<file path="config.mk">
export PLATFORM = sky130hd
export DESIGN_NAME = dvaf_isqrt
export DESIGN_NICKNAME = d
export VERILOG_FILES = /design/src/rtl/dvaf_isqrt.sv
export SDC_FILE = /design/constraint.sdc
export NUM_CORES = 2
export LEC_CHECK = 0
export BUFFER_PORTS_ARGS = -buffer_cell sky130_fd_sc_hd__buf_2
export CAP_MARGIN = 10
export CORE_UTILIZATION = 25
export DETAILED_ROUTE_END_ITERATION = 10
export GPL_ROUTABILITY_DRIVEN = 0
export GPL_TIMING_DRIVEN = 0
export SLEW_MARGIN = 20
export SYNTH_ARGS = -nofsm -noshare
export SYNTH_HDL_FRONTEND = slang
export SYNTH_SLANG_ARGS = --single-unit
</file>
<file path="constraint.sdc">
create_clock -name clk -period 3.4 [get_ports clk]
set_input_delay 0.85 -clock clk [delete_from_list [all_inputs] [get_ports clk]]
set_output_delay 0.85 -clock clk [all_outputs]
set_load 0.005 [all_outputs]
</file>
<file path="src/rtl/dvaf_isqrt.sv">
// pipelined integer square root, one root bit per stage
// depends on nothing; side bits travel with each word
module dvaf_isqrt #(
  parameter int RAD_W  = 52,
  parameter int SIDE_W = 8
) (
  input  logic                 clk,
  input  logic                 rst_n,
  input  logic                 en,
  input  logic                 in_v,
  input  logic [RAD_W-1:0]     in_rad,
  input  logic [SIDE_W-1:0]    in_side,
  output logic                 out_v,
  output logic [RAD_W/2-1:0]   out_root,
  output logic [SIDE_W-1:0]    out_side
);
  localparam int N   = RAD_W / 2;
  localparam int REM = N + 3;

  logic              v_r    [N];
  logic [RAD_W-1:0]  rad_r  [N];
  logic [REM-1:0]    rem_r  [N];
  logic [N-1:0]      root_r [N];
  logic [SIDE_W-1:0] side_r [N];

  for (genvar k = 0; k < N; k++) begin : g_stage
    logic              v_in;
    logic [RAD_W-1:0]  rad_in;
    logic [REM-1:0]    rem_in;
    logic [N-1:0]      root_in;
    logic [SIDE_W-1:0] side_in;
    logic [REM-1:0]    rem_sh;
    logic [REM-1:0]    trial;
    logic              ge;
    logic [REM-1:0]    rem_nxt;
    logic [N-1:0]      root_nxt;

    if (k == 0) begin : g_first
      assign v_in    = in_v;
      assign rad_in  = in_rad;
      assign rem_in  = '0;
      assign root_in = '0;
      assign side_in = in_side;
    end else begin : g_next
      assign v_in    = v_r[k-1];
      assign rad_in  = rad_r[k-1];
      assign rem_in  = rem_r[k-1];
      assign root_in = root_r[k-1];
      assign side_in = side_r[k-1];
    end

    always_comb begin
      rem_sh   = {rem_in[REM-3:0], rad_in[RAD_W-1 -: 2]};
      trial    = {1'b0, root_in, 2'b01};
      ge       = rem_sh >= trial;
      rem_nxt  = ge ? rem_sh - trial : rem_sh;
      root_nxt = {root_in[N-2:0], ge};
    end

    always_ff @(posedge clk) begin
      if (!rst_n) begin
        v_r[k] <= 1'b0;
      end else if (en) begin
        v_r[k] <= v_in;
      end
    end

    always_ff @(posedge clk) begin
      if (en) begin
        rad_r[k]  <= {rad_in[RAD_W-3:0], 2'b00};
        rem_r[k]  <= rem_nxt;
        root_r[k] <= root_nxt;
        side_r[k] <= side_in;
      end
    end
  end

  assign out_v    = v_r[N-1];
  assign out_root = root_r[N-1];
  assign out_side = side_r[N-1];

endmodule

</file>
==> impl_metrics.yaml <==
placement:
  io_buffers: 98
  hpwl_mm: 106
  placed_cell_area_um2: 89600
worst_setup_path:
  endpoint_kind: "register"
  worst-setup-path-type: "register to register"
  slowest_stage: "or4_4"
  worstPathArrival_ns: 3.93
  crit_chain: "or4_4 > or3_4 > or4_4 > nor4_2 > a2111oi_2 > o211ai_4 > nand2_4 > o41ai_1 > o21ai_0"
  start_kind: "register"
  crit_path_frequent_cell: "or4_4"
  worstPathMaxFanout: 7
  cp.depth: 9
  r2r-start: "rem_r[0][95]"
  required_ns: 4.00
  cp_num_buf_inv: 0
  setup.worst_path.start: "rem_r[0][95]"
  r2r_cells: 9
  cp_top_family: "simple AND/OR/NAND/NOR gates"
  slowest_delay_ns: 0.54
routing:
  wl_per_cell_um: 14.3
  drt-initial-drc-count: 3154
  wirelength_mm: 157
  ant_nets: 0
  vias_per_cell: 4.40
  drt-pass1-iter-count: 6
  route.vias.total: 48400
  drcViolationCount: 0
die:
  core_area_um2: 331000
  placementRows: 211
  fp.dieW_um: 579
  die_area_um2: 335000
  io_pins: 99
  initial_core_util_pct: 25.2
  fp.dieH_um: 579
status:
  outcome: "finished clean"
power_and_ir_drop:
  vdd_drop_max_mv: 0.601
  powerDensity_nw_per_um2: 648
  power_frac_seq_pct: 48.0
  clkPwrFrac_pct: 35.1
  internal-power_uw: 46300
  totalPowerFinal_uw: 63100
  switching_power_uw: 16800
  power.leakage_uw: 0.0360
  p_sw_share_pct: 26.6
  p_comb_share_pct: 16.9
synth:
  yosysSeqAreaShare_pct: 67.6
  async_flop_share_pct: 0
  synth_edf_count: 1873
  ys_ff_latch: 1874
  yosysWarnings: 0
  synthesis.area_um2: 83300
  syn_area_per_cell_um2: 13.6
  syn-instance-count: 6116
  synth_ff_type: "edfxtp_1"
  synth_cell_types: 88
  syn-num-nets: 6559
layout:
  stdcell_area_um2: 97300
  area_delta_synth_final_pct: 16.9
  nets: 6906
  finish.utilization_pct: 29.4
  layout-drive-gt1-share_pct: 10.3
global_routing:
  antenna_found_initial: 2
  grt_overflow: 0
  track_usage_pct: 9.01
  grt_pass1_wl_mm: 251
  grt_pass1_vias: 49000
  grt_max_degree: 153
cts:
  numCtsBuffers: 210
  clockBufferDepth: 4
  root_buffer: "clkbuf_16"
  cts_num_sinks: 1874
  clk_pin_slew_ns: 0.06
  clock_latency_ns: 0.90
  cts_tree: "yes"
  htreeDepth: 4
timing:
  slew_headroom_pct: 26.9
  max_freq_mhz: 300
  rsz0062_at_grt: "yes"
  worstMarginPinSlew_ns: 1.09
  finalSetupViolCount: 0
  slew_viol_final: 0
  post-route-period-util_pct: 98.0
  hold_violations: 0
  finClkSkew_ns: 0.0844
  min_period_ns: 3.33
min_path:
  worstHoldStart: "in_rad[31]"
  whs_path_depth: 1
  hp-class: "primary input to register"
run:
  drv_cap: 0
==> final timing paths <==
path / slack [ns] / end
max: 0.07 / rem_r[0][124]
min: 0.15 / rad_r[0][31]
max reg2reg: 0.07 / rem_r[0][124]
min reg2reg: 0.36 / rad_r[0][265]
==> placed cells by master, fill, tap and decap left out, drive strengths merged, types with 127 or more instances in the layout <==
| cell | count |
|---|---|
| buf | 159 |
| clkbuf | 307 |
| xnor2 | 297 |
| a21oi | 387 |
| inv | 495 |
| nand2 | 375 |
| o21ai | 289 |
| ha | 379 |
| xor2 | 223 |
| edfxtp | 1873 |
| nor3 | 133 |
| a21o | 127 |
| nor2 | 376 |
==> worst reg2reg max path, delay by kind of cell (launching register included) <==
family | cells | cell delay, ns
compound gates | 4 | 0.78
flops | 1 | 0.48
simple gates | 5 | 1.81
==> synth_stat cells, types with 87 or more instances <==
library cell | n | share of area, %
a21o_1 | 127 | 1.1
nand2b_1 | 87 | 0.65
edfxtp_1 | 1873 | 68
nand2_1 | 373 | 1.7
a21oi_1 | 387 | 2.3
nand3_1 | 114 | 0.69
xnor2_1 | 297 | 3.1
o21ai_0 | 282 | 1.7
ha_1 | 379 | 5.7
inv_1 | 482 | 2.2
nor2_1 | 376 | 1.7
nor3_1 | 132 | 0.79
xor2_1 | 223 | 2.3
==> metal layers <==
metal / vias to the layer above / global-route usage [%] / share of wire, %
met3: 487 / 1.71 / 4.7
met4: 0 / 4.43 / 4.7
met1: 23100 / 10.4 / 41
met5: - / 0 / 0
li1: 23400 / - / -
met2: 1365 / 16.0 / 49
==> power by group through the flow <==
stage	combinational, uW	clock, uW	sequential [uW]
after CTS	10300	23100	30300
after detailed placement	10100	0	30700
after global routing	11700	23900	30600
after floorplan	7630	0	30100
final	10600	22200	30300
after global placement	9710	0	32000
==> state kept, by name, indices dropped and copies added, names as in the netlist <==
| register | cells |
|---|---|
| side_r | 208 |
| rem_r | 639 |
| v_r | 26 |
| root_r | 351 |
| rad_r | 650 |
==> area by class of cell <==
cell class	count	area [um2]
diodes	1	2.50
clock buffers	238	5400
plain buffers	97	472
repair buffers	138	1280
fillers	32700	233000
inverters	486	1830
flip-flops and latches	1874	56300
clock inverters	141	1350
well taps	4366	5460
multi-input cells	3656	25300
==> cells by family (layout without fill, tap and decap cells) <==
kind of cell,after synthesis,in the layout,share of synthesized area [%]
DFF,1874,1874,67.6
and+or+nand+nor,1555,1556,9.40
AOI/OAI and AO/OA,1138,1138,8.39
buffers and inverters,587,1100,2.66
xor gates and xnor gates,520,520,5.47
adders and majority gates,379,379,5.69
muxes,62,62,0.828
other,1,2,0.00450
==> through the flow <==
step	std cells	hold slack [ns]	setup slack, ns	setup TNS (ns)
global placement	10600	0.401	-27.91	-
finish	11000	0.151	0.0673	0
global route	11000	0.0799	-0.0431	-0.517
floorplan	6116	0.400	0.287	0
detailed placement	10600	0.405	-3.02	-1032.27
CTS	11000	0.0431	0.00270	0
==> timing repair <==
| item | CTS | global route |
|---|---|---|
| setup buffers | 1 | 16 |
| setup endpoints to repair | 703 | 566 |
| hold endpoints to repair | 0 | 0 |
| gates resized for setup | 66 | 115 |
| hold buffers | 0 | 0 |
| gates cloned | 8 | 2 |
| pin swaps | 3 | 16 |
Power figures use the tool's default switching activity.
