**src/rtl/dvaf_pkg.sv**
```systemverilog
// shared constants and types for the decal vertex alpha fade block
// no dependencies
package dvaf_pkg;

  localparam int COORD_WIDTH_DEF     = 24;
  localparam int COORD_FRAC_BITS_DEF = 8;
  localparam int SCALE_W             = 24;
  localparam int Q_BITS              = 16;
  localparam logic [Q_BITS:0] Q_ONE  = {1'b1, {Q_BITS{1'b0}}};
  localparam int CFG_ADDR_W          = 6;
  localparam int CFG_DATA_W          = 64;

  localparam logic [2:0] REG_CAM_X   = 3'd0;
  localparam logic [2:0] REG_CAM_Y   = 3'd1;
  localparam logic [2:0] REG_CAM_Z   = 3'd2;
  localparam logic [2:0] REG_SCALE   = 3'd3;
  localparam logic [2:0] REG_BIAS    = 3'd4;
  localparam logic [2:0] REG_BOTTOM  = 3'd5;
  localparam logic [2:0] REG_TOP     = 3'd6;
  localparam logic [2:0] REG_DIFFUSE = 3'd7;

  typedef struct packed {
    logic b_zero;
    logic b_one;
    logic t_zero;
    logic t_one;
  } fade_flags_t;

endpackage

```
**src/rtl/dvaf_fade_div.sv**
```systemverilog
// pipelined two-lane restoring divider, one quotient bit per stage
// depends on dvaf_pkg for the quotient width
module dvaf_fade_div #(
  parameter int NUM_W  = 25,
  parameter int SIDE_W = 8
) (
  input  logic                       clk,
  input  logic                       rst_n,
  input  logic                       en,
  input  logic                       in_v,
  input  logic [1:0][NUM_W-1:0]      in_num,
  input  logic [1:0][NUM_W-1:0]      in_den,
  input  logic [SIDE_W-1:0]          in_side,
  output logic                       out_v,
  output logic [1:0][dvaf_pkg::Q_BITS-1:0] out_q,
  output logic [SIDE_W-1:0]          out_side
);
  import dvaf_pkg::*;

  logic                  v_r    [Q_BITS];
  logic [1:0][NUM_W-1:0] rem_r  [Q_BITS];
  logic [1:0][NUM_W-1:0] den_r  [Q_BITS];
  logic [1:0][Q_BITS-1:0] q_r   [Q_BITS];
  logic [SIDE_W-1:0]     side_r [Q_BITS];

  for (genvar k = 0; k < Q_BITS; k++) begin : g_stage
    logic                   v_in;
    logic [1:0][NUM_W-1:0]  rem_in;
    logic [1:0][NUM_W-1:0]  den_in;
    logic [1:0][Q_BITS-1:0] q_in;
    logic [SIDE_W-1:0]      side_in;
    logic [1:0][NUM_W-1:0]  rem_nxt;
    logic [1:0][Q_BITS-1:0] q_nxt;

    if (k == 0) begin : g_first
      assign v_in    = in_v;
      assign rem_in  = in_num;
      assign den_in  = in_den;
      assign q_in    = '0;
      assign side_in = in_side;
    end else begin : g_next
      assign v_in    = v_r[k-1];
      assign rem_in  = rem_r[k-1];
      assign den_in  = den_r[k-1];
      assign q_in    = q_r[k-1];
      assign side_in = side_r[k-1];
    end

    for (genvar l = 0; l < 2; l++) begin : g_lane
      logic [NUM_W:0] r2;
      logic           ge;
      always_comb begin
        r2          = {rem_in[l], 1'b0};
        ge          = r2 >= {1'b0, den_in[l]};
        rem_nxt[l]  = ge ? NUM_W'(r2 - {1'b0, den_in[l]}) : NUM_W'(r2);
        q_nxt[l]    = {q_in[l][Q_BITS-2:0], ge};
      end
    end

    always_ff @(posedge clk) begin
      if (!rst_n) begin
        v_r[k] <= 1'b0;
      end else if (en) begin
        v_r[k] <= v_in;
      end
    end

    always_ff @(posedge clk) begin
      if (en) begin
        rem_r[k]  <= rem_nxt;
        den_r[k]  <= den_in;
        q_r[k]    <= q_nxt;
        side_r[k] <= side_in;
      end
    end
  end

  assign out_v    = v_r[Q_BITS-1];
  assign out_q    = q_r[Q_BITS-1];
  assign out_side = side_r[Q_BITS-1];

endmodule

```
**config.mk**
```make
export PLATFORM = sky130hd
export DESIGN_NAME = dvaf_fade_div
export DESIGN_NICKNAME = d
export VERILOG_FILES = /design/src/rtl/dvaf_pkg.sv /design/src/rtl/dvaf_fade_div.sv
export SDC_FILE = /design/constraint.sdc
export NUM_CORES = 2
export LEC_CHECK = 0
export ABC_CLOCK_PERIOD_IN_PS = 6500
export BUFFER_PORTS_ARGS = -buffer_cell sky130_fd_sc_hd__buf_2
export CAP_MARGIN = 20
export CORE_MARGIN = 5
export CORE_UTILIZATION = 35
export CTS_CLUSTER_DIAMETER = 100
export CTS_CLUSTER_SIZE = 30
export DETAILED_ROUTE_END_ITERATION = 8
export GPL_ROUTABILITY_DRIVEN = 0
export GPL_TIMING_DRIVEN = 1
export PLACE_DENSITY = 0.57
export SLEW_MARGIN = 30
export SYNTH_ARGS = -nofsm -noshare
export SYNTH_HDL_FRONTEND = slang
export SYNTH_SLANG_ARGS = --single-unit
export TNS_END_PERCENT = 5
```
**constraint.sdc**
```tcl
create_clock -name clk -period 6.5 [get_ports clk]
set_input_delay 0.975 -clock clk [delete_from_list [all_inputs] [get_ports clk]]
set_output_delay 0.975 -clock clk [all_outputs]
set_load 0.02 [all_outputs]
```
==> reports/summary.md <==
The tools report the data required time of the worst path as 7.02 ns. The worst hold path belongs to the class in -> reg. The ratio of cells with drive above 1 in the final layout came out at 0.08212. Among all flip-flop cells after synthesis, the most frequent one is sky130_fd_sc_hd__edfxtp_1. The sequential element share of the synthesized area is 0.5461, and the starting density of the core is 0.3514. The leakage power of the design was 0.04584 uW. The worst setup path is captured at a flop. The time the final worst path needs with I/O delays and setup came out at 4.201 ns. The floorplan row count is 201. By startpoint and endpoint, the worst setup path is classified as reg -> reg.

TritonCTS built the clock tree. The run finished with clean final reports. For this block, the routed nets add up to 208600 um of wire. During placement, the flow inserted port buffers numbering 152. The horizontal extent of the die was 558.6 um. The number of gates resized after CTS was 0. The wire-length estimate of the detail-placed layout is 158400 um. The remaining design rule violation count was 0; the initial antenna violation count was 3.

For the number of optimization iterations in the first detailed-route pass, the log shows 6. The I/O pin total is 153, and the post-route fraction of the period consumed by the critical path is 0.6464. For the count of H-tree levels built during CTS, the log shows 3. The tool flagged a number of max-cap violations equal to 0.

The latest clock arrival within the worst-skew pair was 0.77 ns. The tools report the global-route usage over all layers as 0.1291. The tools report the area of all placed cells without fillers as 114500 um^2. Setup violations remaining at the end of the flow were counted as 0.

The number of clock buffers added by TritonCTS is 95. The tools report the number of buffers inserted by post-CTS setup repair as 0. The via count of the first global-routing pass is 66430, and the average instance area after synthesis is 11.59 um^2. Relative to the synthesized area, the layout overhead comes to 8.680%. Setup repair after global routing left no endpoint under its margin.

The floorplan core area was 299800 um^2. The chip height was 558.6 um; the synthesized cell area was 105300 um^2. The number of clock sinks was 1916; the worst-case vdd ir drop was 0.2114 mV.

The type of origin of the critical path was a flop. The first global-routing pass estimated 337000 um of wire. After detailed routing, the average wire length per cell comes to 15.71 um.

For this block, the initial DRC count from the detailed router was 4118. The total power divided by cell area was 451.9 nW/um^2; the number of warnings printed during yosys synthesis was 0. Across the routed clock network, the largest skew measured is 0.04632 ns. The number of vias after detailed routing came out at 66480. The die covers 312000 um^2.

Pin count of the biggest net entering global routing: 178. Once detail routing completed, the nets flagged for antenna violations numbered 0. Counting along the longest clock path gives a buffer depth of 3. In this run, post-CTS hold repair placed 0 buffers.

The number of max-slew violations in the final report was 0; the via count normalized by instance count was 5.007. After clock tree synthesis, the clock-pin slew on the worst setup and hold paths is 0.11 ns. The library cell used most frequently in the layout, excluding fill and tap cells, is sky130_fd_sc_hd__edfxtp_1. The endpoint arrival time on the critical path came out at 4.73 ns. At the end of the flow, the number of nets in the layout was 10190.

Static timing analysis puts the maximum clock frequency at 238.0 MHz. In this run, synthesis inferred 1915 flip-flops with an integrated enable. When the netlist entered floorplanning its net count stood at 10030.

For the final routed database, the setup TNS stands at 0 ns. The synthesized instance count was 9087; the share of flip-flops with an asynchronous set or reset after synthesis was 0. After layout, the design draws a total of 51730 uW. After detailed placement, the total cell area comes to 111100 um^2.

The run gives 0 as the remaining global-route overflow. The distinct cell type count after synthesis is 104, and the flip-flop and latch count after synthesis is 1916. The run gives 0.3708 as the headroom to the max-slew limit. At the pin with the least slew margin, the transition time is 0.9200 ns. The final hold violation count was 0; the largest driver fanout on the critical path was 39.

CTS placed an instance of sky130_fd_sc_hd__clkbuf_16 at the clock tree root. The library cells used most frequently in the layout, excluding fill and tap cells, are 1915 x sky130_fd_sc_hd__edfxtp_1, 1011 x sky130_fd_sc_hd__inv_1, 798 x sky130_fd_sc_hd__ha_1, 742 x sky130_fd_sc_hd__a21oi_1, 546 x sky130_fd_sc_hd__nor2_1.
[cell families (layout without fill, tap and decap cells)]
family,after synthesis,count (layout),share of synthesized area
AO/OA/AOI/OAI,2264,2264,0.1341
AND/OR/NAND/NOR,1986,1986,0.09113
flip-flops,1916,1916,0.5461
buffers and inverters,1166,1395,0.04325
adder cells (fa/ha/maj),828,828,0.1005
XOR/XNOR,611,611,0.05081
multiplexers,316,316,0.03409
other,0,2,0
[sequential cells by signal, indices dropped and copies added (netlist names)]
signal	count
den_r	750
side_r	128
rem_r	750
v_r	16
q_r	272
[cell usage after synthesis, types with 149 or more instances]
library cell                  n  area, um^2
sky130_fd_sc_hd__xor2_1     219        1918
sky130_fd_sc_hd__inv_1     1011        3795
sky130_fd_sc_hd__nor2_1     546        2049
sky130_fd_sc_hd__mux2_2     263        2962
sky130_fd_sc_hd__xnor2_1    392        3433
sky130_fd_sc_hd__edfxtp_1  1915       57510
sky130_fd_sc_hd__a21oi_1    742        3714
sky130_fd_sc_hd__nand2_1    519        1948
sky130_fd_sc_hd__a21o_1     306        2297
sky130_fd_sc_hd__nand3_1    149       745.7
sky130_fd_sc_hd__o21ai_0    503        2517
sky130_fd_sc_hd__ha_1       798        9985
[critical path, stage by stage (launching register included)]
cell,delay (ns)
sky130_fd_sc_hd__edfxtp_1,0.51
sky130_fd_sc_hd__fa_1,0.46
sky130_fd_sc_hd__nand2b_1,0.18
sky130_fd_sc_hd__a21oi_1,0.20
sky130_fd_sc_hd__o311ai_0,0.22
sky130_fd_sc_hd__a21oi_1,0.26
sky130_fd_sc_hd__o21ai_1,0.16
sky130_fd_sc_hd__o31ai_1,0.70
sky130_fd_sc_hd__nor2_1,0.16
sky130_fd_sc_hd__o41ai_4,0.24
sky130_fd_sc_hd__buf_4,0.44
sky130_fd_sc_hd__mux2_2,0.42
[path summary, 6_finish.rpt]
check / from / to / slack, ns / depth (start not counted)
worst min-delay path: in_side[3] / side_r[0][3]$_DFFE_PP_ / 0.37 / 1
worst min register to register: q_r[0][208]$_DFFE_PP_ / q_r[0][241]$_DFFE_PP_ / 0.41 / 0
worst max-delay path: den_r[1][100]$_DFFE_PP_ / rem_r[1][167]$_DFFE_PP_ / 2.30 / 11
worst max register to register: den_r[1][100]$_DFFE_PP_ / rem_r[1][167]$_DFFE_PP_ / 2.30 / 11
[layer usage]
layer  up-vias  share of wire  global-route usage
met2      1483           0.48              0.2253
li1      33380              -                   -
met1     31190           0.45              0.1632
met4         0          0.041             0.05148
met3       426          0.034             0.01485
met5         -              0                   0
[power breakdown]
group          leakage, uW  total, uW  internal (uW)  switching [uW]
Combinational       0.0255      24400          10900           13500
Sequential          0.0187      19900          18200            1740
Clock              0.00162       7410           3130            4270
Total               0.0458      51700          32200           19500
[through the flow]
| step | utilization | instances | hold WS [ns] | setup slack (ns) |
|---|---|---|---|---|
| 6_report | 0.3819 | 13280 | 0.3701 | 2.299 |
| 5_1_grt | 0.3819 | 13280 | 0.2955 | 2.161 |
| 4_1_cts | 0.3818 | 13270 | 0.2757 | 2.363 |
| 3_5_place_dp | 0.3705 | 13110 | 0.4045 | 1.907 |
| 3_3_place_gp | 0.3702 | 13100 | 0.4004 | 1.879 |
| 2_1_floorplan | - | 9087 | 0.4003 | 2.751 |
[final cells by class]
| class | instances | area, um^2 |
|---|---|---|
| Antenna cell | 2 | 5.005 |
| Clock buffer | 100 | 2439 |
| Clock inverter | 68 | 967.2 |
| Fill cell | 28180 | 185300 |
| Inverter | 1013 | 3802 |
| Multi-Input combinational cell | 6005 | 43380 |
| Sequential cell | 1916 | 57530 |
| Tap cell | 3958 | 4952 |
| Timing Repair Buffer | 214 | 1405 |
Power figures use the tool's default switching activity.
