<file path="config.mk">
export PLATFORM = sky130hd
export DESIGN_NAME = dvaf_out_slice
export DESIGN_NICKNAME = d
export VERILOG_FILES = /design/src/rtl/dvaf_out_slice.sv
export SDC_FILE = /design/constraint.sdc
export NUM_CORES = 1
export LEC_CHECK = 0
export BUFFER_PORTS_ARGS = -buffer_cell sky130_fd_sc_hd__buf_2
export CELL_PAD_IN_SITES_DETAIL_PLACEMENT = 0
export CELL_PAD_IN_SITES_GLOBAL_PLACEMENT = 1
export CORE_MARGIN = 8
export CORE_UTILIZATION = 40
export CTS_CLUSTER_SIZE = 40
export DETAILED_ROUTE_END_ITERATION = 12
export MAX_ROUTING_LAYER = met4
export PLACE_DENSITY = 0.73
export SYNTH_ARGS = -nofsm -noshare
export SYNTH_HDL_FRONTEND = slang
export SYNTH_SLANG_ARGS = --single-unit
</file>
<file path="constraint.sdc">
create_clock -name clk -period 12.6 [get_ports clk]
set_input_delay 1.26 -clock clk [delete_from_list [all_inputs] [get_ports clk]]
set_output_delay 1.26 -clock clk [all_outputs]
set_load 0.02 [all_outputs]
</file>
<file path="src/rtl/dvaf_out_slice.sv">
// output register with skid word, ready towards the pipeline is registered
// no dependencies
module dvaf_out_slice #(
  parameter int DATA_W = 32
) (
  input  logic              clk,
  input  logic              rst_n,
  input  logic              up_valid,
  input  logic [DATA_W-1:0] up_data,
  output logic              up_ready,
  output logic              out_tvalid,
  input  logic              out_tready,
  output logic [DATA_W-1:0] out_tdata
);
  logic              main_v_r;
  logic [DATA_W-1:0] main_d_r;
  logic              skid_v_r;
  logic [DATA_W-1:0] skid_d_r;

  assign up_ready   = !skid_v_r;
  assign out_tvalid = main_v_r;
  assign out_tdata  = main_d_r;

  always_ff @(posedge clk) begin
    if (!rst_n) begin
      main_v_r <= 1'b0;
      skid_v_r <= 1'b0;
    end else if (!main_v_r || out_tready) begin
      if (skid_v_r) begin
        main_v_r <= 1'b1;
        skid_v_r <= 1'b0;
      end else begin
        main_v_r <= up_valid;
      end
    end else if (up_valid && !skid_v_r) begin
      skid_v_r <= 1'b1;
    end
  end

  always_ff @(posedge clk) begin
    if (!main_v_r || out_tready) begin
      main_d_r <= skid_v_r ? skid_d_r : up_data;
    end else if (up_valid && !skid_v_r) begin
      skid_d_r <= up_data;
    end
  end

endmodule

</file>
==> results.md, run 1 <==
| Item | Reported |
| --- | --- |
| Run status | finished clean |
| Multi-input gate area | 509 sq um |
| Post-synthesis net count | 144 |
| Worst-case reg-to-reg path depth | 3 |
| Cells after Synth | 108 |
| Detailed-route wire length | 4490 um |
| Global-route wire length before repair | 6920 um |
| Cell count of the worst hold path | 1 |
| Via count of the first global-routing pass | 1395 |
| TritonCTS clock tree | yes |
| Unrepaired setup endpoints after global routing | false |
| Half-perimeter wire length after detailed placement | 3200 um |
| Adder-cell area share of the yosys netlist | 0 |
| Antenna diodes | 0 |
| Horizontal die dimension | 95.7 um |
| Count of input and output buffers | 69 |
| Antenna-violating nets left | 0 |
| Total of flip-flops plus latches after synthesis | 66 |
| Fraction of synthesized cell area in xor and xnor cells | 0 |
| Crit Reg-Reg Endpoint | skid_d_r[23] |
| Average wire per cell in the routed design | 17.0 um |
| Detailed-route via count | 1225 |
| Startpoint type of the worst setup path | input pin |
| Source-to-sink clock delay at the later pin of the worst-skew pair | 0.32 ns |
| Launch instance of the worst min-delay path | skid_d_r[28] |
| Clock transition at the registers of the reported paths | 0.06 ns |
| Kind of cell adding the most delay to the critical path | simple AND/OR/NAND/NOR gates |
| Die area | 9150 sq um |
| VDD IR-drop max | 0.0000833 V |
| Tightest slew margin relative to the limit | 0.190 |
| Origin of the critical flop-to-flop path | out_tvalid |
| Clock period minus worst slack | 3.50 ns |
| Critical path capture point type | flop |
| Count of routing violations after the opening detailed-route iteration | 66 |
| Slew @ Worst Pin | 1.21 ns |
| Crit path required time | 12.61 ns |
| Detailed-router iteration count before antenna repair | 4 |
| Slowest stage delay, CP | 1.15 ns |
| # DRC | 0 |
| IO Pins | 70 |
| Placeable core area | 6240 sq um |
| Areal power density over the cells | 142 nW/um^2 |
| Clock skew | 0.00478 ns |
| Class of the tightest hold or removal check | flop to flop |
| Syn-to-layout area delta | 20.8% |
| Number of antenna violations at the first check in global routing | 0 |
| Number of hold buffers added after cts | 0 |
| Total grt overflow | 0 |
| Crit path max-delay cell type | sky130_fd_sc_hd__nor3b_2 |
| Deepest level of the CTS H-tree | 3 |
| Leakage component of the power | 1.20 nW |
| Average via count per standard cell | 4.62 |
| Setup ws final | 9.10 ns |
| Register-to-register setup slack | 9.90 ns |
| Worst-path cell chain | buf_2 -> nand2b_2 -> nor3b_2 -> buf_4 |
| Share of cell area taken by muxes after synthesis | 0.182 |
| Register Area | 1960 sq um |
| Startpoint-to-endpoint class of the critical path | input pin to flop |
| Final number of hold-violating endpoints | 0 |
| Root cell of the clock tree | sky130_fd_sc_hd__clkbuf_8 |
| Maximum number of pins on one net before global-route repair | 36 |
| Overall die height | 95.7 um |
| Number of buffers added for setup after CTS | 0 |
| Post-synth top area share | 0.757 |
| Fraction of final layout cells with drive strength greater than 1 | 0.617 |
| Clock sink count | 66 |
| Nets | 221 |
| Period utilisation layout | 0.277 |
| Largest family of logic cells by synthesized area | multiplexers |
| Mean Syn Cell Area | 23.5 sq um |
| Global placer's final weighted congestion | 0.731 |
| Highest net fanout along the worst path | 35 |
| Pre-CTS setup slack | 8.69 ns |
| Fin. max-slew vios | 0 |
| Dominant cells by area after synthesis | sky130_fd_sc_hd__edfxtp_1 (76%), sky130_fd_sc_hd__mux2_4 (16%), sky130_fd_sc_hd__buf_12 (2.4%) |
| Post-cts resize count | 0 |
| Number of cell rows | 29 |
| Longest Clk Path Bufs | 2 |
| Worst hold endpoint | out_tdata[28] |
| Critical path data arrival time | 3.50 ns |
| Total routing usage reported by global routing | 0.106 |
| Compound-gate portion of the synthesized area | 0.00296 |
| Post-synthesis share of cell area spent on and, or, nand and nor gates | 0.0128 |
| Maximum frequency from static timing analysis | 0.286 GHz |
| Final setup violation count | 0 |
| Post-synthesis sequential area ratio | 0.773 |
| Number of inserted filler cells in the final layout | 542 |
| Number of maximum-capacitance violations | 0 |
| Cell accounting for the most synthesized area | sky130_fd_sc_hd__edfxtp_1 |
| Initial cell density of the core | 0.407 |
| WP buf/inv | 2 |
| Mapped cell area | 2540 sq um |
| Total CTS buffers | 9 |
| Stages on worst setup path | 4 |
| Total Neg Setup Slack | 0 ns |
| Count of yosys warnings during synthesis | 0 |
| Number of distinct library cell variants in the gate-level netlist after synthesis | 12 |
-- placed cells by master, fill, tap and decap left out --
master                     count
sky130_fd_sc_hd__a21boi_0      1
sky130_fd_sc_hd__buf_2        69
sky130_fd_sc_hd__buf_4         1
sky130_fd_sc_hd__clkbuf_1      4
sky130_fd_sc_hd__clkbuf_8      9
sky130_fd_sc_hd__clkinv_1      1
sky130_fd_sc_hd__dfxtp_1       1
sky130_fd_sc_hd__dfxtp_2       1
sky130_fd_sc_hd__edfxtp_1     64
sky130_fd_sc_hd__inv_1         1
sky130_fd_sc_hd__mux2_2        5
sky130_fd_sc_hd__mux2_4       27
sky130_fd_sc_hd__nand2b_2      1
sky130_fd_sc_hd__nor2_2        1
sky130_fd_sc_hd__nor3b_2       2
-- layout make-up --
class | instances | share of cell area
Sequential cell | 66 | 0.640
Multi-Input combinational cell | 37 | 0.166
Timing Repair Buffer | 70 | 0.115
Clock buffer | 13 | 0.0453
Tap cell | 77 | 0.0314
Clock inverter | 1 | 0.00122
Inverter | 1 | 0.00122
-- through the flow --
stage	hold WS (ns)	power, mW	std cells	instance area (sq um)	util
6_report	0.547	0.435	265	3070	0.492
5_1_grt	0.562	0.452	265	3070	0.492
4_1_cts	0.549	0.440	265	3070	0.492
3_5_place_dp	0.534	0.303	251	2930	0.469
3_3_place_gp	0.534	0.302	251	2930	0.469
2_1_floorplan	0.523	0.286	108	2540	-
-- synth_stat cells, drive strengths merged --
master  number
a21boi       1
buf          4
dfxtp        2
edfxtp      64
inv          1
mux2        32
nand2b       1
nor2         1
nor3b        2
-- per-layer routing --
metal | vias to the layer above | GRT usage | part of all wire
met3 | 9 | 0.0268 | 0.045
li1 | 576 | - | -
met1 | 603 | 0.114 | 0.41
met2 | 37 | 0.171 | 0.52
met4 | 0 | 0.0679 | 0.021
met5 | - | - | 0
-- where the power goes --
group / leakage [nW] / switching [mW] / internal, mW
clock network: 0.0710 / 0.0690 / 0.0689
logic: 0.492 / 0.0218 / 0.0180
registers: 0.639 / 0.00411 / 0.253
total: 1.20 / 0.0948 / 0.340
-- logic make-up (layout without fill, tap and decap cells) --
group | Yosys count | after routing
compound gates | 1 | 1
buf+inv | 5 | 85
flops | 66 | 66
mux | 32 | 32
simple gates | 4 | 4
-- sequential cells by signal, summed over array words and instances (netlist names) --
signal / count
out_tdata: 32
skid_d_r: 32
out_tvalid: 1
skid_v_r: 1
-- how the worst max path moves through the flow --
stage                              end        from  slack (ns)
after floorplan            skid_d_r[0]  out_tready        7.56
after global placement    skid_d_r[22]  out_tready        8.82
after detailed placement  skid_d_r[22]  out_tready        8.69
after CTS                 skid_d_r[15]  out_tready        9.04
after global routing      skid_d_r[23]  out_tready        8.93
final                     skid_d_r[23]  out_tready        9.10
No activity file was read; power rests on OpenSTA's default activity.
==> run 2: changes to the inputs <==
ABC_AREA = 1   (was default)
PLACE_DENSITY = 0.77   (was 0.73)
clock period = 3.55 ns   (was 12.6 ns; I/O delays follow)
==> run 2 against run 1 <==
Synthesized cell count is 66% higher. Critical path type is now flop to flop. Flip-flop and latch count did not move. Wire length rose by 6.9%. Design area down 1.3%. Non-clock buffer count unchanged. Synthesized area is 1.3% lower. Largest cell class unchanged. Die area shrank 1.1%. Critical path depth is 1 lower. Core utilization decreased by 0.36 points. Sequential power grew to 3.6 times the previous value. Cell count increased by 26%. Via count grew 21%. Highest routed layer unchanged.
==> results.md, run 2 <==
| Item | Reported | vs previous |
| --- | --- | --- |
| Share of synthesized flip-flops with an asynchronous set or reset | 0 | unchanged |
| Crit path required time | 3.50 ns | -9.11 ns |
| Detailed-route via count | 1483 | +21% |
| Clock period minus worst slack | 2.11 ns |  |
| Final setup violation count | 0 | unchanged |
| End of the critical path | skid_d_r[19] |  |
| Post-route non-filler standard cell count | 334 | +26% |
| Worst setup path startpoint | skid_v_r |  |
| Run status | finished clean |  |
| IO Pins | 70 | unchanged |
| Proportion of power drawn by the clock network | 0.318 | about the same |
| Leakage component of the power | 1.29 nW | +7.6% |
| Most frequently used cell type in the post-synthesis netlist | sky130_fd_sc_hd__nand2_1 |  |
| Instance area at placement | 2880 sq um | -1.6% |
| Most used cells in the layout excluding fill and tap cells | sky130_fd_sc_hd__nand2_1 (79), sky130_fd_sc_hd__buf_2 (69), sky130_fd_sc_hd__edfxtp_1 (64), sky130_fd_sc_hd__nand2_2 (20), sky130_fd_sc_hd__clkbuf_8 (9) |  |
| Highest net fanout along the worst path | 35 | unchanged |
| Overall die height | 95.2 um | -0.53% |
| Worst-path cell chain | inv_8 -> nand2_1 -> nor2_4 |  |
| Number of enable-type register cells in the synthesized netlist | 64 | unchanged |
| Dominant cells by area after synthesis | sky130_fd_sc_hd__edfxtp_1 (77%), sky130_fd_sc_hd__nand2_1 (12%), sky130_fd_sc_hd__nand2_2 (4.7%) |  |
| Clock transition at the registers of the reported paths | 0.07 ns | about the same |
| Number of buffers added for setup after CTS | 0 | unchanged |
| Origin of the critical flop-to-flop path | skid_v_r |  |
| PnR Total Power | 1.56 mW | +260% |
| Root cell of the clock tree | sky130_fd_sc_hd__clkbuf_8 |  |
| Count of yosys warnings during synthesis | 0 | unchanged |
| Critical path capture point type | flop |  |
| Global-route wire length before repair | 7450 um | +7.6% |
| Total of flip-flops plus latches after synthesis | 66 | unchanged |
| Total routing usage reported by global routing | 0.116 | +0.00962 |
| Number of hold buffers added after cts | 0 | unchanged |
| Cell count of the worst hold path | 1 | unchanged |
| Horizontal die dimension | 95.2 um | -0.53% |
| Crit path max-delay cell type | sky130_fd_sc_hd__nor2_4 |  |
| Slew @ Worst Pin | 0.890 ns | -0.319 ns |
| Stages on worst setup path | 3 | -1 |
| Most common library cell in the layout ignoring fill and taps | sky130_fd_sc_hd__nand2_1 |  |
| Kind of cell adding the most delay to the critical path | simple AND/OR/NAND/NOR gates |  |
| Slowest stage delay, CP | 0.69 ns | -0.46 ns |
| Clock skew | 0.00484 ns | +0.0000599 ns |
| Fraction of final layout cells with drive strength greater than 1 | 0.409 | -0.208 |
| Total internal power | 1.19 mW | +250% |
| Number of antenna violations at the first check in global routing | 0 | unchanged |
| Finished Cell Area | 3030 sq um | -1.3% |
| Number of distinct library cell variants in the gate-level netlist after synthesis | 12 | unchanged |
| Mean Syn Cell Area | 14.0 sq um | -40% |
| Initial cell density of the core | 0.404 | -0.00286 |
| Setup ws final | 1.44 ns | -7.66 ns |
| # DRC | 0 | unchanged |
| Critical path data arrival time | 2.06 ns | -1.44 ns |
| Most used flip-flop cell after synthesis | sky130_fd_sc_hd__edfxtp_1 |  |
| Final number of hold-violating endpoints | 0 | unchanged |
| Antenna-violating nets left | 0 | unchanged |
| Post-synthesis net count | 215 | +49% |
| VDD IR-drop max | 0.000222 V | +170% |
| Detailed-route wire length | 4810 um | +6.9% |
| Tightest slew margin relative to the limit | 0.405 | +0.215 |
| Average wire per cell in the routed design | 14.4 um | -15% |
| Switching power total | 366 uW | +290% |
| Deepest level of the CTS H-tree | 3 | unchanged |
| Maximum number of pins on one net before global-route repair | 36 | unchanged |
| Maximum frequency from static timing analysis | 0.474 GHz |  |
| Nets | 289 | +31% |
| Half-perimeter wire length after detailed placement | 3260 um | +2.1% |
| Class of the tightest hold or removal check | input pin to flop |  |
| Post-synth top area share | 0.767 | +0.00983 |
| Period utilisation layout | 0.594 |  |
| Via count of the first global-routing pass | 1513 | +8.5% |
| Number of placed cells counting well taps | 319 | +27% |
| Most used standard cells in the synthesized netlist | sky130_fd_sc_hd__nand2_1 (80), sky130_fd_sc_hd__edfxtp_1 (64), sky130_fd_sc_hd__nand2_2 (19), sky130_fd_sc_hd__buf_6 (3), sky130_fd_sc_hd__nor2_1 (3) |  |
| Unrepaired setup endpoints after global routing | false |  |
| Source-to-sink clock delay at the later pin of the worst-skew pair | 0.32 ns | about the same |
| Clock sink count | 66 | unchanged |
| TritonCTS clock tree | yes |  |
| Switching part of the total power | 0.234 | +0.0164 |
| Launch instance of the worst min-delay path | up_data[11] |  |
| Syn-to-layout area delta | 20.8% | about the same |
| Number of inserted filler cells in the final layout | 571 | +5.4% |
| Post-synthesis sequential area ratio | 0.783 | +0.0100 |
| Average via count per standard cell | 4.44 | -3.9% |
| Count of routing violations after the opening detailed-route iteration | 108 | +64% |
| Fin. max-slew vios | 0 | unchanged |
| Areal power density over the cells | 515 nW/um^2 | +260% |
| Post-cts resize count | 0 | unchanged |
| Number of cell rows | 29 | unchanged |
| Cell accounting for the most synthesized area | sky130_fd_sc_hd__edfxtp_1 |  |
| Number of maximum-capacitance violations | 0 | unchanged |
| Crit Reg-Reg Endpoint | skid_d_r[19] |  |
| Mapped cell area | 2510 sq um | -1.3% |
| Startpoint type of the worst setup path | flop |  |
| Count of input and output buffers | 69 | unchanged |
| Placeable core area | 6200 sq um | -0.58% |
| Pre-CTS setup slack | 1.43 ns | -7.27 ns |
| Worst-case reg-to-reg path depth | 3 | unchanged |
| Total Neg Setup Slack | 0 ns | unchanged |
| Total CTS buffers | 9 | unchanged |
| Total grt overflow | 0 | unchanged |
| Global placer's final weighted congestion | 0.630 | -14% |
| Cells after Synth | 179 | +66% |
| Register-to-register setup slack | 1.44 ns | -8.46 ns |
| Register share of total power | 0.588 | -0.004 |
| Detailed-router iteration count before antenna repair | 4 | unchanged |
| Combinational Power Share | 0.094 | +0.003 |
| WP buf/inv | 1 | -1 |
| Die area | 9050 sq um | -1.1% |
| Antenna diodes | 0 | unchanged |
| Startpoint-to-endpoint class of the critical path | flop to flop |  |
| Longest Clk Path Bufs | 2 | unchanged |
==> run 2: changes by cell type in the layout (fill, tap and decap cells not counted), moves of 2 or more <==
cell / change
sky130_fd_sc_hd__mux2_4: -27
sky130_fd_sc_hd__clkbuf_1: -3
sky130_fd_sc_hd__clkinv_2: +3
sky130_fd_sc_hd__nand2_2: +20
sky130_fd_sc_hd__nor2_1: +2
sky130_fd_sc_hd__mux2_2: -5
sky130_fd_sc_hd__nor3b_2: -2
sky130_fd_sc_hd__nand2_1: +79
==> run 2: cells by family after synthesis <==
| logic type | after synthesis | synth area share |
|---|---|---|
| and+or+nand+nor | 103 | 0.174 |
| DFF | 66 | 0.783 |
| buffers and inverters | 9 | 0.0414 |
| AOI/OAI and AO/OA | 1 | 0.00200 |
==> run 2: how the worst min path moves through the flow <==
stage	to	slack (ns)
CTS	skid_d_r[11]	0.21
global route	skid_d_r[17]	0.21
detailed placement	skid_v_r	0.49
global placement	out_tdata[16]	0.50
finish	skid_d_r[11]	0.22
floorplan	skid_d_r[0]	0.45
==> run 2: cell type report <==
class                      count  area (sq um)  area share
sequential                    66          1960       0.648
multi-input combinational    104           450       0.149
timing repair buffer          70           353       0.117
clock buffer                  10           128      0.0421
tap                           77          96.3      0.0318
clock inverter                 5          22.5     0.00744
inverter                       2          15.0     0.00496
==> run 2: metrics by stage <==
stage / hold slack [ns] / utilization
3_5_place_dp: 0.494 / 0.464
2_1_floorplan: 0.454 / -
6_report: 0.223 / 0.488
5_1_grt: 0.207 / 0.488
3_3_place_gp: 0.497 / 0.464
4_1_cts: 0.206 / 0.488
==> run 2: power groups by stage <==
stage	Combinational, mW	Sequential, mW	Clock [mW]
4_1_cts	0.150	0.918	0.513
6_report	0.146	0.918	0.497
3_3_place_gp	0.148	0.934	0
2_1_floorplan	0.0423	0.976	0
3_5_place_dp	0.150	0.934	0
5_1_grt	0.160	0.922	0.547
==> run 2: per-layer routing <==
| layer | wire [um] | GRT usage |
|---|---|---|
| met1 | 2040 | 0.137 |
| met4 | 82 | 0.0780 |
| met5 | 0 | - |
| met2 | 2380 | 0.173 |
| met3 | 307 | 0.0268 |
==> run 3: changes to the inputs <==
ABC_AREA = 0   (was 1)
CORE_UTILIZATION = 39   (was 40)
PLACE_DENSITY = 0.74   (was 0.77)
clock period = 1.72 ns   (was 3.55 ns; I/O delays follow)
==> run 3 against run 2 <==
Clock power rose by 140%. Critical path type is now flop to output port. Largest power group unchanged. Critical path depth unchanged. Combinational power rose by 110%.
==> results.md, run 3 (synthesis results as in run 1) <==
| Item | Reported | vs previous |
| --- | --- | --- |
| Overall die height | 96.7 um | +1.6% |
| Critical path capture point type | output port |  |
| Leakage component of the power | 1.25 nW | -3.1% |
| Clock period minus worst slack | 1.37 ns |  |
| Fraction of final layout cells with drive strength greater than 1 | 0.634 | +0.225 |
| Unrepaired setup endpoints after global routing | false |  |
| # DRC | 0 | unchanged |
| Total Neg Setup Slack | 0 ns | unchanged |
| Clock skew | 0.00613 ns | +0.00129 ns |
| Total grt overflow | 0 | unchanged |
| Horizontal die dimension | 96.7 um | +1.6% |
| Half-perimeter wire length after detailed placement | 3430 um | +5.0% |
| VDD IR-drop max | 0.000471 V | +110% |
| Run status | finished clean |  |
| Highest net fanout along the worst path | 13 | -63% |
| Syn-to-layout area delta | 25.0% |  |
| Number of cell rows | 29 | unchanged |
| IO Pins | 70 | unchanged |
| Maximum number of pins on one net before global-route repair | 35 | -2.8% |
| Average wire per cell in the routed design | 17.5 um | +22% |
| Via count of the first global-routing pass | 1467 | -3.0% |
| Count of routing violations after the opening detailed-route iteration | 55 | -49% |
| Detailed-router iteration count before antenna repair | 3 | -1 |
| Average via count per standard cell | 4.64 | +4.5% |
| Register share of total power | 0.558 | -0.030 |
| Final setup violation count | 0 | unchanged |
| Detailed-route wire length | 4750 um | -1.1% |
| Period utilisation layout | 0.796 |  |
| Initial cell density of the core | 0.402 | -0.00181 |
| Placeable core area | 6310 sq um | +1.8% |
| Min Hold Slack | 0.0410 ns | -0.182 ns |
| Antenna diodes | 0 | unchanged |
| Clock sink count | 66 | unchanged |
| Tightest slew margin relative to the limit | 0.685 | +0.280 |
| Areal power density over the cells | 1060 nW/um^2 | +110% |
| Die area | 9350 sq um | +3.2% |
| Post-route non-filler standard cell count | 271 | -19% |
| Number of placed cells counting well taps | 255 | -20% |
| Proportion of power drawn by the clock network | 0.350 | +0.032 |
| Maximum frequency from static timing analysis | 0.731 GHz |  |
| Most common library cell in the layout ignoring fill and taps | sky130_fd_sc_hd__buf_2 |  |
| Total routing usage reported by global routing | 0.106 | -0.0101 |
| Final number of hold-violating endpoints | 0 | unchanged |
| Switching part of the total power | 0.212 | -0.0228 |
| Nets | 225 | -22% |
| Clock transition at the registers of the reported paths | 0.07 ns | about the same |
| Number of buffers added for setup after CTS | 0 | unchanged |
| Post-cts resize count | 0 | unchanged |
| Deepest level of the CTS H-tree | 3 | unchanged |
| Total internal power | 2.65 mW | +120% |
| Global placer's final weighted congestion | 0.718 | +14% |
| Fin. max-slew vios | 0 | unchanged |
| Startpoint-to-endpoint class of the critical path | flop to output port |  |
| Longest Clk Path Bufs | 2 | unchanged |
| Crit path required time | 1.55 ns | -1.95 ns |
| Number of antenna violations at the first check in global routing | 0 | unchanged |
| Detailed-route via count | 1257 | -15% |
| Source-to-sink clock delay at the later pin of the worst-skew pair | 0.32 ns | about the same |
| Most used cells in the layout excluding fill and tap cells | sky130_fd_sc_hd__buf_2 (69), sky130_fd_sc_hd__edfxtp_1 (64), sky130_fd_sc_hd__mux2_4 (27), sky130_fd_sc_hd__clkbuf_8 (9), sky130_fd_sc_hd__mux2_2 (5) |  |
| Antenna-violating nets left | 0 | unchanged |
| Switching power total | 712 uW | +95% |
| Total CTS buffers | 9 | unchanged |
| Critical path data arrival time | 1.20 ns | -0.86 ns |
| Number of hold buffers added after cts | 0 | unchanged |
| TritonCTS clock tree | yes |  |
| Startpoint type of the worst setup path | flop |  |
| Global-route wire length before repair | 7550 um | +1.4% |
| Number of maximum-capacitance violations | 0 | unchanged |
| Slew @ Worst Pin | 0.473 ns | -0.418 ns |
| Combinational Power Share | 0.092 | -0.002 |
| Class of the tightest hold or removal check | input pin to flop |  |
| Root cell of the clock tree | sky130_fd_sc_hd__clkbuf_8 |  |
| Count of input and output buffers | 69 | unchanged |
==> run 3: cell types whose count changed in the layout (fill, tap and decap cells not counted), sizes merged, moves of 2 or more <==
cell / previous run / this run
buf: 70 / 74
clkbuf: 10 / 12
clkinv: 5 / 3
mux2: 0 / 32
nand2: 99 / 0
nor2: 3 / 1
nor3b: 0 / 2
==> run 3: cell type report <==
cell class                 count  area (sq um)
multi-input combinational     37           520
clock inverter                 4          42.5
inverter                       1          3.75
fill                         542          3140
clock buffer                  12           135
timing repair buffer          74           408
tap                           77          96.3
sequential                    66          1970
==> run 3: power by group through the flow <==
stage               Combinational [mW]  Sequential [mW]  Clock [mW]
floorplan                        0.104             1.99           0
global route                     0.334             1.88        1.28
detailed placement               0.317             1.91           0
finish                           0.311             1.88        1.18
CTS                              0.317             1.88        1.21
global placement                 0.309             1.91           0
==> run 3: through the flow <==
| stage | setup slack, ns | instance area (sq um) | util | power, mW |
|---|---|---|---|---|
| finish | 0.351 | 3170 | 0.503 | 3.36 |
| floorplan | -0.242 | 2560 | - | 2.09 |
| detailed placement | 0.392 | 3000 | 0.474 | 2.23 |
| global placement | 0.415 | 3000 | 0.474 | 2.22 |
| CTS | 0.315 | 3170 | 0.503 | 3.41 |
| global route | 0.278 | 3170 | 0.503 | 3.50 |
==> run 3: path summary, 6_finish.rpt <==
kind,from,endpoint,depth (start not counted),slack [ns]
worst max-delay path,skid_v_r,up_ready,3,0.35
worst max register to register,out_tvalid,skid_d_r[22],3,0.41
worst min register to register,skid_d_r[14],out_tdata[14],1,0.55
worst min-delay path,up_data[27],skid_d_r[27],1,0.04
==> run 3: worst max-delay path, stage by stage, from the launching register on <==
cell and delay (ns):
sky130_fd_sc_hd__dfxtp_2 0.38, sky130_fd_sc_hd__buf_4 0.27, sky130_fd_sc_hd__inv_1 0.06, sky130_fd_sc_hd__buf_2 0.16
==> run 3: routing by layer <==
layer | up-vias | GRT usage | part of all wire
met5 | - | - | 0
met4 | 0 | 0.0497 | 0.015
met3 | 6 | 0.0413 | 0.056
met2 | 53 | 0.156 | 0.47
met1 | 611 | 0.124 | 0.46
li1 | 587 | - | -
